File: config.mk
export PLATFORM = sky130hd
export DESIGN_NAME = priority_end_deque_core
export DESIGN_NICKNAME = d
export VERILOG_FILES = /design/src/hw/rtl/ped_pkg.sv /design/src/hw/rtl/ped_slot_ram.sv /design/src/hw/rtl/priority_end_deque_core.sv
export SDC_FILE = /design/constraint.sdc
export NUM_CORES = 1
export LEC_CHECK = 0
export BUFFER_PORTS_ARGS = -buffer_cell sky130_fd_sc_hd__buf_4
export CAP_MARGIN = 5
export CORE_ASPECT_RATIO = 0.5
export CORE_MARGIN = 4
export CORE_UTILIZATION = 40
export DETAILED_ROUTE_END_ITERATION = 10
export SYNTH_ARGS = -nofsm -noshare
export SYNTH_HDL_FRONTEND = slang
export SYNTH_HIERARCHICAL = 1
export SYNTH_SLANG_ARGS = --single-unit
File: constraint.sdc
create_clock -name i_clk -period 7.1 [get_ports i_clk]
set_clock_uncertainty 0.05 [all_clocks]
set_input_delay 0.355 -clock i_clk [delete_from_list [all_inputs] [get_ports i_clk]]
set_output_delay 0.355 -clock i_clk [all_outputs]
set_load 0.01 [all_outputs]
File: src/hw/rtl/ped_pkg.sv
// Types and constants for the priority end deque.
// No dependencies; imported by the core, the slot RAM and the checker.
`default_nettype none

package ped_pkg;

    localparam int ID_W     = 16;
    localparam int PRI_W    = 3;
    localparam int STATUS_W = 2;
    localparam int COUNT_W  = 6;

    // One stored slot: priority above id
    typedef struct packed {
        logic [PRI_W-1:0] pri;
        logic [ID_W-1:0]  id;
    } t_entry;

    // Operation codes on the func field
    localparam logic FUNC_INSERT = 1'b0;
    localparam logic FUNC_REMOVE = 1'b1;

    // Result status codes
    localparam logic [STATUS_W-1:0] ST_INSERTED = 2'd0;
    localparam logic [STATUS_W-1:0] ST_DROPPED  = 2'd1;
    localparam logic [STATUS_W-1:0] ST_REMOVED  = 2'd2;
    localparam logic [STATUS_W-1:0] ST_EMPTY    = 2'd3;

    // Threshold register value after reset
    localparam logic [PRI_W-1:0] THRESH_RESET = 3'd4;

    // Control sequencer states
    typedef enum logic {
        S_IDLE,
        S_EXEC
    } t_state;

endpackage

`default_nettype wire

File: src/hw/rtl/ped_slot_ram.sv
// Slot storage for the deque: one write port, two registered read ports.
// Depends on ped_pkg for the entry type.
`default_nettype none

module ped_slot_ram
    import ped_pkg::*;
#(
    parameter int DEPTH = 32
) (
    input  wire logic                     i_clk,
    input  wire logic                     i_wr_en,
    input  wire logic [$clog2(DEPTH)-1:0] i_wr_addr,
    input  wire t_entry                   i_wr_data,
    input  wire logic                     i_rd_en,
    input  wire logic [$clog2(DEPTH)-1:0] i_rd_addr_a,
    input  wire logic [$clog2(DEPTH)-1:0] i_rd_addr_b,
    output t_entry                        o_rd_data_a,
    output t_entry                        o_rd_data_b
);

    t_entry r_mem [DEPTH];
    t_entry r_rd_a;
    t_entry r_rd_b;

    // Write one slot
    always_ff @(posedge i_clk) begin
        if (i_wr_en) begin
            r_mem[i_wr_addr] <= i_wr_data;
        end
    end

    // Read both ends; the data is registered and valid in the next cycle
    always_ff @(posedge i_clk) begin
        if (i_rd_en) begin
            r_rd_a <= r_mem[i_rd_addr_a];
            r_rd_b <= r_mem[i_rd_addr_b];
        end
    end

    assign o_rd_data_a = r_rd_a;
    assign o_rd_data_b = r_rd_b;

endmodule

`default_nettype wire

File: src/hw/rtl/priority_end_deque_core.sv
// Priority end deque: ring buffer of id/priority entries held in a slot RAM.
// Each item passes two states: in S_IDLE the word is accepted and the slot RAM
// reads both ends; in S_EXEC the update and write-back are done. No new word
// is taken until the last has left S_EXEC. The result word is registered when
// S_EXEC commits; a stalled result word holds the execute cycle until taken.
// Reset (synchronous, active low): ends and count to zero, threshold to 4; the
// slot contents are left as they are and need no clearing pass.
`default_nettype none

module priority_end_deque_core
    import ped_pkg::*;
#(
    parameter int DEPTH = 32
) (
    input  wire logic                i_clk,
    input  wire logic                i_rst_n,
    // configuration write
    input  wire logic                i_cfg_valid,
    output logic                     o_cfg_ready,
    input  wire logic [PRI_W-1:0]    i_cfg_front_threshold,
    // input words
    input  wire logic                i_in_valid,
    output logic                     o_in_stall,
    input  wire logic                i_func,
    input  wire logic [ID_W-1:0]     i_entry_id,
    input  wire logic [PRI_W-1:0]    i_entry_priority,
    // result words
    output logic                     o_out_valid,
    input  wire logic                i_out_stall,
    output logic [STATUS_W-1:0]      o_status,
    output logic [ID_W-1:0]          o_out_id,
    output logic [PRI_W-1:0]         o_out_priority,
    output logic [COUNT_W-1:0]       o_count,
    output logic                     o_full_res
);

    localparam int IDX_W = $clog2(DEPTH);
    localparam int CNT_W = $clog2(DEPTH + 1);
    localparam logic [IDX_W-1:0] IDX_LAST  = IDX_W'(DEPTH - 1);
    localparam logic [CNT_W-1:0] HELD_FULL = CNT_W'(DEPTH);

    t_state             r_state, n_state;
    logic [PRI_W-1:0]   r_thresh;
    logic               r_func;
    t_entry             r_entry;
    logic [IDX_W-1:0]   r_front, n_front;
    logic [IDX_W-1:0]   r_back, n_back;
    logic [CNT_W-1:0]   r_held, n_held;

    logic               r_out_valid;
    logic [STATUS_W-1:0] r_status, n_status;
    t_entry             r_pick, n_pick;
    logic [COUNT_W-1:0] r_count;
    logic               r_full;

    logic               accept;
    logic               out_free;
    logic               fire;
    logic               wr_en;
    logic [IDX_W-1:0]   wr_addr;
    t_entry             rd_front;
    t_entry             rd_back;
    logic               is_full;
    logic               is_empty;

    assign o_cfg_ready = 1'b1;
    assign accept      = i_in_valid && !o_in_stall;
    assign out_free    = !r_out_valid || !i_out_stall;
    assign fire        = (r_state == S_EXEC) && out_free;
    assign is_full     = (r_held == HELD_FULL);
    assign is_empty    = (r_held == '0);

    // Slot RAM; writes happen only in the execute cycle and reads only on
    // acceptance, so the two never touch the same cycle
    ped_slot_ram #(
        .DEPTH (DEPTH)
    ) u_slot_ram (
        .i_clk       (i_clk),
        .i_wr_en     (wr_en),
        .i_wr_addr   (wr_addr),
        .i_wr_data   (r_entry),
        .i_rd_en     (accept),
        .i_rd_addr_a (r_front),
        .i_rd_addr_b (r_back),
        .o_rd_data_a (rd_front),
        .o_rd_data_b (rd_back)
    );

    // Hold the threshold register
    always_ff @(posedge i_clk) begin
        if (!i_rst_n) begin
            r_thresh <= THRESH_RESET;
        end else if (i_cfg_valid && o_cfg_ready) begin
            r_thresh <= i_cfg_front_threshold;
        end
    end

    // Latch the accepted word
    always_ff @(posedge i_clk) begin
        if (accept) begin
            r_func      <= i_func;
            r_entry.id  <= i_entry_id;
            r_entry.pri <= i_entry_priority;
        end
    end

    // Sequencer state
    always_ff @(posedge i_clk) begin
        if (!i_rst_n) begin
            r_state <= S_IDLE;
        end else begin
            r_state <= n_state;
        end
    end

    // Next state and input stall
    always_comb begin
        n_state    = r_state;
        o_in_stall = 1'b1;
        unique case (r_state)
            S_IDLE: begin
                o_in_stall = 1'b0;
                if (i_in_valid) begin
                    n_state = S_EXEC;
                end
            end
            S_EXEC: begin
                if (fire) begin
                    n_state = S_IDLE;
                end
            end
            default: begin
                n_state = S_IDLE;
            end
        endcase
    end

    // Modify: new ends, count, write slot and result
    always_comb begin
        n_front  = r_front;
        n_back   = r_back;
        n_held   = r_held;
        n_status = ST_INSERTED;
        n_pick   = '0;
        wr_en    = 1'b0;
        wr_addr  = r_back;
        if (r_func == FUNC_INSERT) begin
            if (is_full) begin
                n_status = ST_DROPPED;
            end else begin
                wr_en  = fire;
                n_held = r_held + CNT_W'(1);
                priority if (is_empty) begin
                    n_front = '0;
                    n_back  = '0;
                    wr_addr = '0;
                end else if (r_entry.pri >= r_thresh) begin
                    n_front = (r_front == '0) ? IDX_LAST : r_front - IDX_W'(1);
                    wr_addr = n_front;
                end else begin
                    n_back  = (r_back == IDX_LAST) ? '0 : r_back + IDX_W'(1);
                    wr_addr = n_back;
                end
            end
        end else begin
            if (is_empty) begin
                n_status = ST_EMPTY;
            end else begin
                n_status = ST_REMOVED;
                n_held   = r_held - CNT_W'(1);
                // a tie goes to the front
                if (rd_front.pri >= rd_back.pri) begin
                    n_pick  = rd_front;
                    n_front = (r_front == IDX_LAST) ? '0 : r_front + IDX_W'(1);
                end else begin
                    n_pick = rd_back;
                    n_back = (r_back == '0) ? IDX_LAST : r_back - IDX_W'(1);
                end
            end
        end
    end

    // Commit ends and count
    always_ff @(posedge i_clk) begin
        if (!i_rst_n) begin
            r_front <= '0;
            r_back  <= '0;
            r_held  <= '0;
        end else if (fire) begin
            r_front <= n_front;
            r_back  <= n_back;
            r_held  <= n_held;
        end
    end

    // Result valid: set on commit, drop once taken
    always_ff @(posedge i_clk) begin
        if (!i_rst_n) begin
            r_out_valid <= 1'b0;
        end else if (fire) begin
            r_out_valid <= 1'b1;
        end else if (!i_out_stall) begin
            r_out_valid <= 1'b0;
        end
    end

    // Result payload
    always_ff @(posedge i_clk) begin
        if (fire) begin
            r_status <= n_status;
            r_pick   <= n_pick;
            r_count  <= COUNT_W'(n_held);
            r_full   <= (n_held == HELD_FULL);
        end
    end

    assign o_out_valid    = r_out_valid;
    assign o_status       = r_status;
    assign o_out_id       = r_pick.id;
    assign o_out_priority = r_pick.pri;
    assign o_count        = r_count;
    assign o_full_res     = r_full;

endmodule

`default_nettype wire

==> metrics.cfg, run 1 <==
[run_status]
status=completed

[detailed_routing]
wl_um=106000
drtPass1Iterations=6
wl_per_cell_um=29.3
drt-met1-wl_um=47200
initialDrtViolationCount=2429
wl_met3_um=9540
drc=0
dr_wl_met2_um=46000
top_layer_used=met4
ant_nets=0
viasPerCell=6.14
vias=22182

[power]
ir_worst_vdd_mv=0.169
p_switching_mw=2.85
powerDensity_nw_per_um2=271
pwr-share-seq=0.477
switching_share=0.278
p_clk_frac=0.358
intPower_mw=7.41
p_leak_nw=11.6
comb_power_share=0.164

[timing]
setup_viol=0
finalHoldViolCount=0
tightest_slew_ns=1.25
finalCritPeriodShare=0.707
fin_setup_tns_ns=0
rsz0062_at_grt=false
maxSlewHeadroom=0.167
drv_slew=0
min_period_ns=5.02
fmax_mhz=199

[floorplan]
coreArea_um2=84200
die_h_um=215
pin_count=59
dieArea_um2=90300
die_width_um=421
num_rows=75
start_util=0.405

[min_path]
hp-class=in2reg

[global_route]
grt_util_all_layers=0.226
first_global_vias=21371
grt_pass1_wl_um=151000
grt_overflow=0
antenna_found_initial=0
grt_max_degree=128

[worst_setup_path]
path_class=reg2reg
path_cells=ha_1 -> a21oi_1 -> o21ai_0 -> buf_4 -> nor3_1 -> a31oi_1 -> o21ai_0 -> or3b_2 -> nor2_2 -> buf_4
endpoint_kind=flop
slowest_stage=edfxtp_1
worstPathMaxFanout=33
cp_slowest_stage_delay_ns=1.05
path_buf_inv=2
worstPathRequired_ns=7.37
path_delay_family=simple AND/OR/NAND/NOR gates
start_kind=flop
crit_arrival_ns=5.29

[synthesis]
synth_edf_count=694
ys_ff_latch=715
async_flop_share=0
synth_area_um2=34100
ys.flop_type=edfxtp_1
syn_inst=2386
synth_nets=2428
yosysWarnings=6
synth_top_area_frac=0.611
ys_seq_area_frac=0.623
yosys.area.top_type=edfxtp_1
ys_types=69
synthTopCellsByArea=edfxtp_1 (61%), mux2i_1 (18%), a22oi_1 (3.4%)
synth_area_per_cell_um2=14.3

[cts]
clk_path_buf_depth=3
root_buffer=clkbuf_16
cts-htree-levels=3
clock_sinks=715
post-cts-setup-buffer-count=0
cts_made_buffers=71
cts_tree=yes
path_clk_slew_ns=0.07
ctsResizeCount=0
clk_latency_ns=0.64

[layout]
syn2layout_area_growth_pct=10.9
fillers=7408
fin_nets=2482
final_core_util=0.450
layout_commonest_cell=edfxtp_1
drive_above_1_share=0.116
fin_cells=3610
layout_common_cells=edfxtp_1 (694), mux2i_1 (628), a22oi_1 (156)
num_antenna_cells=0

[placed_design]
gp_congestion=0.841
io_buffers=57
place_hpwl_um=60100
placedCellCount=3452

[flow_run]
maxCapViolations=0

## cell usage after synthesis, types with 12 or more instances
master	number
nor3_1	53
ha_1	14
nand2_1	97
buf_6	32
o21ai_0	22
a31oi_1	40
clkbuf_1	45
nand3_1	84
inv_1	18
mux2i_1	628
a22oi_1	156
edfxtp_1	694
nand4_1	40
buf_4	24
nand2b_1	12
a22o_1	76
nor2_1	74
a21oi_1	93
buf_2	51
dfxtp_1	21
## path summary, 6_finish.rpt
| kind | slack, ns | cells past startpoint | start | endpoint |
|---|---|---|---|---|
| hold / removal | 0.39 | 2 | i_entry_id[6] | r_entry[6]$_DFFE_PP_ |
| hold reg to reg | 0.49 | 2 | o_out_valid$_SDFFE_PN0P_ | o_out_valid$_SDFFE_PN0P_ |
| setup / recovery | 2.08 | 10 | r_entry[18]$_DFFE_PP_ | u_slot_ram/r_mem[8][16]$_DFFE_PP_ |
| setup reg to reg | 2.08 | 10 | r_entry[18]$_DFFE_PP_ | u_slot_ram/r_mem[8][16]$_DFFE_PP_ |
## power groups by stage
stage	Sequential (mW)	Combinational (mW)	Clock, mW
2_1_floorplan	4.93	1.16	0
3_5_place_dp	4.99	1.64	0
4_1_cts	4.90	1.66	3.74
3_3_place_gp	4.98	1.63	0
5_1_grt	4.91	1.77	3.92
6_report	4.90	1.69	3.68
## logic make-up (layout without fill, tap and decap cells)
| group | after synthesis | after routing | synth area share |
|---|---|---|---|
| xor+xnor | 8 | 8 | 0.00205 |
| mux | 628 | 628 | 0.184 |
| compound gates | 421 | 421 | 0.0873 |
| fa+ha+maj | 14 | 14 | 0.00513 |
| simple gates | 407 | 407 | 0.0593 |
| other cells | 1 | 1 | 0.000110 |
| buf+inv | 192 | 300 | 0.0387 |
| flops | 715 | 715 | 0.623 |
## registers in the layout, summed over array words and instances, names as in the netlist
register and cells:
u_slot_ram/r_mem 608, r_entry 19, u_slot_ram/o_rd_data_a 19, u_slot_ram/o_rd_data_b 19
o_out_id 16, o_count 6, r_held 6, r_back 5
r_front 5, o_out_priority 3, r_thresh 3, o_status 2
o_full_res 1, o_out_valid 1, r_func 1, r_state 1
## routing by layer
| layer | GRT usage | vias to the layer above |
|---|---|---|
| li1 | - | 9529 |
| met1 | 0.335 | 11331 |
| met2 | 0.335 | 1135 |
| met3 | 0.0452 | 187 |
| met4 | 0.0656 | 0 |
| met5 | 0 | - |
## area by class of cell
type | count | area, µm² | share of cell area
Clock inverter | 35 | 290 | 0.00767
Multi-Input combinational cell | 1479 | 11700 | 0.309
Tap cell | 1116 | 1400 | 0.0369
Timing Repair Buffer | 154 | 1250 | 0.0329
Sequential cell | 715 | 21300 | 0.562
Clock buffer | 92 | 1900 | 0.0501
Inverter | 19 | 71.3 | 0.00188
## through the flow
| step | power [mW] | hold slack, ns | worst slack (ns) | area [µm²] |
|---|---|---|---|---|
| 5_1_grt | 10.6 | 0.381 | 1.96 | 37900 |
| 6_report | 10.3 | 0.389 | 2.08 | 37900 |
| 2_1_floorplan | 6.09 | 0.404 | 3.05 | 34100 |
| 3_3_place_gp | 6.62 | 0.426 | 2.38 | 35400 |
| 4_1_cts | 10.3 | 0.354 | 2.23 | 37900 |
| 3_5_place_dp | 6.63 | 0.440 | 2.27 | 35400 |
## repair_timing
action,in CTS,in global routing
endpoints found under the setup margin,0,0
hold buffers,31,0
endpoints found under the hold margin,28,0
Note: power is estimated with default switching activity, not from simulation.
==> inputs of run 2 (changes only) <==
==> constraint.sdc (replaced) <==
create_clock -name i_clk -period 4.19 [get_ports i_clk]
set_clock_uncertainty 0.05 [all_clocks]
set_input_delay 0.2095 -clock i_clk [delete_from_list [all_inputs] [get_ports i_clk]]
set_output_delay 0.2095 -clock i_clk [all_outputs]
set_load 0.01 [all_outputs]
==> metrics.cfg, run 2 (same netlist as run 1, synthesis figures left out) <==
[layout]
fillers=7402  ; was 7408
syn2layout_area_growth_pct=12.8  ; was 10.9%
drive_above_1_share=0.139  ; was 0.116
layout_commonest_cell=edfxtp_1  ; unchanged
fin_nets=2536  ; was 2482
largest_reg_flops=608  ; unchanged
largest-register=u_slot_ram/r_mem  ; unchanged
layout_common_cells=edfxtp_1 (694), mux2i_1 (628), buf_4 (166)  ; was edfxtp_1 (694), mux2i_1 (628), a22oi_1 (156)

[power]
p_leak_nw=12.0  ; was 11.6 nW
total_power_mw=17.6  ; was 10.3 mW
powerDensity_nw_per_um2=459  ; was 271 nW/µm²
ir_worst_vdd_mv=0.339  ; was 0.169 mV

[worst_setup_path]
cp_slowest_stage_delay_ns=0.70  ; was 1.05 ns
path_buf_inv=2  ; unchanged
worstPathMaxFanout=19  ; was 33
endpoint_kind=flop  ; unchanged
worstPathRequired_ns=4.40  ; was 7.37 ns
path_delay_family=simple AND/OR/NAND/NOR gates  ; unchanged
crit_arrival_ns=3.82  ; was 5.29 ns
start_kind=flop  ; unchanged
path_class=reg2reg  ; unchanged
slowest_stage=or4b_1  ; was edfxtp_1
path_cells=inv_1 -> ha_1 -> or4b_1 -> nand2_1 -> o21ai_0 -> or3b_2 -> nor2_2 -> buf_4  ; was ha_1 -> a21oi_1 -> o21ai_0 -> buf_4 -> nor3_1 -> a31oi_1 -> o21ai_0 -> or3b_2 -> nor2_2 -> buf_4

[timing]
min_period_ns=3.61  ; was 5.02 ns
rsz0062_at_grt=false  ; unchanged
drv_slew=0  ; unchanged
fmax_mhz=277  ; was 199 MHz
fin_setup_tns_ns=0  ; unchanged
maxSlewHeadroom=0.153  ; was 0.167
setup_viol=0  ; unchanged
finalCritPeriodShare=0.861  ; was 0.707
finalHoldViolCount=0  ; unchanged
tightest_slew_ns=1.27  ; was 1.25 ns

[floorplan]
dieArea_um2=90300  ; unchanged
die_h_um=215  ; unchanged
start_util=0.405  ; unchanged
die_width_um=421  ; unchanged
num_rows=75  ; unchanged
coreArea_um2=84200  ; unchanged
pin_count=59  ; unchanged

[detailed_routing]
wl_um=104000  ; was 106000 µm
drtPass1Iterations=6  ; unchanged
wl_per_cell_um=28.4  ; was 29.3 µm
viasPerCell=6.09  ; was 6.14
initialDrtViolationCount=2607  ; was 2429
ant_nets=0  ; unchanged
vias=22324  ; was 22.2k
drc=0  ; unchanged

[cts]
cts_tree=yes  ; unchanged
clk_latency_ns=0.63  ; was 0.64 ns
cts_made_buffers=71  ; unchanged
clock_sinks=715  ; unchanged
clk_path_buf_depth=3  ; unchanged
path_clk_slew_ns=0.06  ; was 0.07 ns
ctsResizeCount=0  ; unchanged
root_buffer=clkbuf_16  ; unchanged
cts-htree-levels=3  ; unchanged

[global_route]
grt_overflow=0  ; unchanged
grt_max_degree=145  ; was 128
grt_util_all_layers=0.224  ; was 0.226
grt_pass1_wl_um=151000  ; about the same
first_global_vias=21982  ; was 21.4k
antenna_found_initial=3  ; was 0

[run_status]
status=completed  ; unchanged

[placed_design]
gp_congestion=0.844  ; was 0.841
place_hpwl_um=63200  ; was 60100 µm
io_buffers=57  ; unchanged

[flow_run]
maxCapViolations=0  ; unchanged

[min_path]
hp-class=in2reg  ; unchanged

[run 2: changes by cell type in the layout (fill, tap and decap cells not counted), moves of 2 or more]
cell / change
clkbuf_1: -14
clkinv_4: +4
clkinv_2: +6
nand2b_2: -2
buf_4: +44
bufinv_16: +3
buf_12: +10
nand2b_1: +2
clkinv_1: +3
[run 2: report_power, final]
group | switching, mW | internal, mW
sequential | 0.167 | 8.08
clock | 2.78 | 3.63
combinational | 1.90 | 1.10
[run 2: worst paths after layout]
path         slack (ns)                    from                            endpoint  depth (start not counted)
max                0.58  r_held[0]$_SDFFE_PN0P_   u_slot_ram/r_mem[12][9]$_DFFE_PP_                          8
min                0.26           i_entry_id[2]                r_entry[2]$_DFFE_PP_                          2
max reg2reg        0.58  r_held[0]$_SDFFE_PN0P_   u_slot_ram/r_mem[12][9]$_DFFE_PP_                          8
min reg2reg        0.47   r_entry[16]$_DFFE_PP_  u_slot_ram/r_mem[26][16]$_DFFE_PP_                          0
[run 2: metal layers]
metal  wire length (µm)  part of all wire  vias up  track usage
met5                 13           0.00012        -            0
met4               2930             0.028        2       0.0632
met3               9130             0.088      191       0.0451
met2              46600              0.45     1006        0.350
met1              45500              0.44    11481        0.319
li1                   -                 -     9644            -
[run 2: what timing repair did]
item | in CTS | in global routing
endpoints found under the hold margin | 28 | 0
hold buffers | 31 | 0
setup buffers | 0 | 0
[run 2: per-stage QoR]
stage | cells | area, µm² | worst slack, ns | hold slack [ns] | utilization
detailed placement | 3506 | 35900 | 0.695 | 0.339 | 0.426
CTS | 3666 | 38500 | 0.677 | 0.219 | 0.457
global placement | 3506 | 35900 | 0.712 | 0.337 | 0.426
floorplan | 2386 | 34100 | 0.136 | 0.258 | -
global route | 3666 | 38500 | 0.411 | 0.238 | 0.457
finish | 3667 | 38500 | 0.582 | 0.256 | 0.457
[run 2: layout make-up]
type	instances	area (µm²)	area share
inverter	19	71.3	0.00185
multi-input combinational	1479	11700	0.303
tap	1116	1400	0.0363
antenna	1	2.50	0.0000650
clock inverter	51	448	0.0116
timing repair buffer	208	1780	0.0462
sequential	715	21300	0.553
clock buffer	78	1850	0.0480
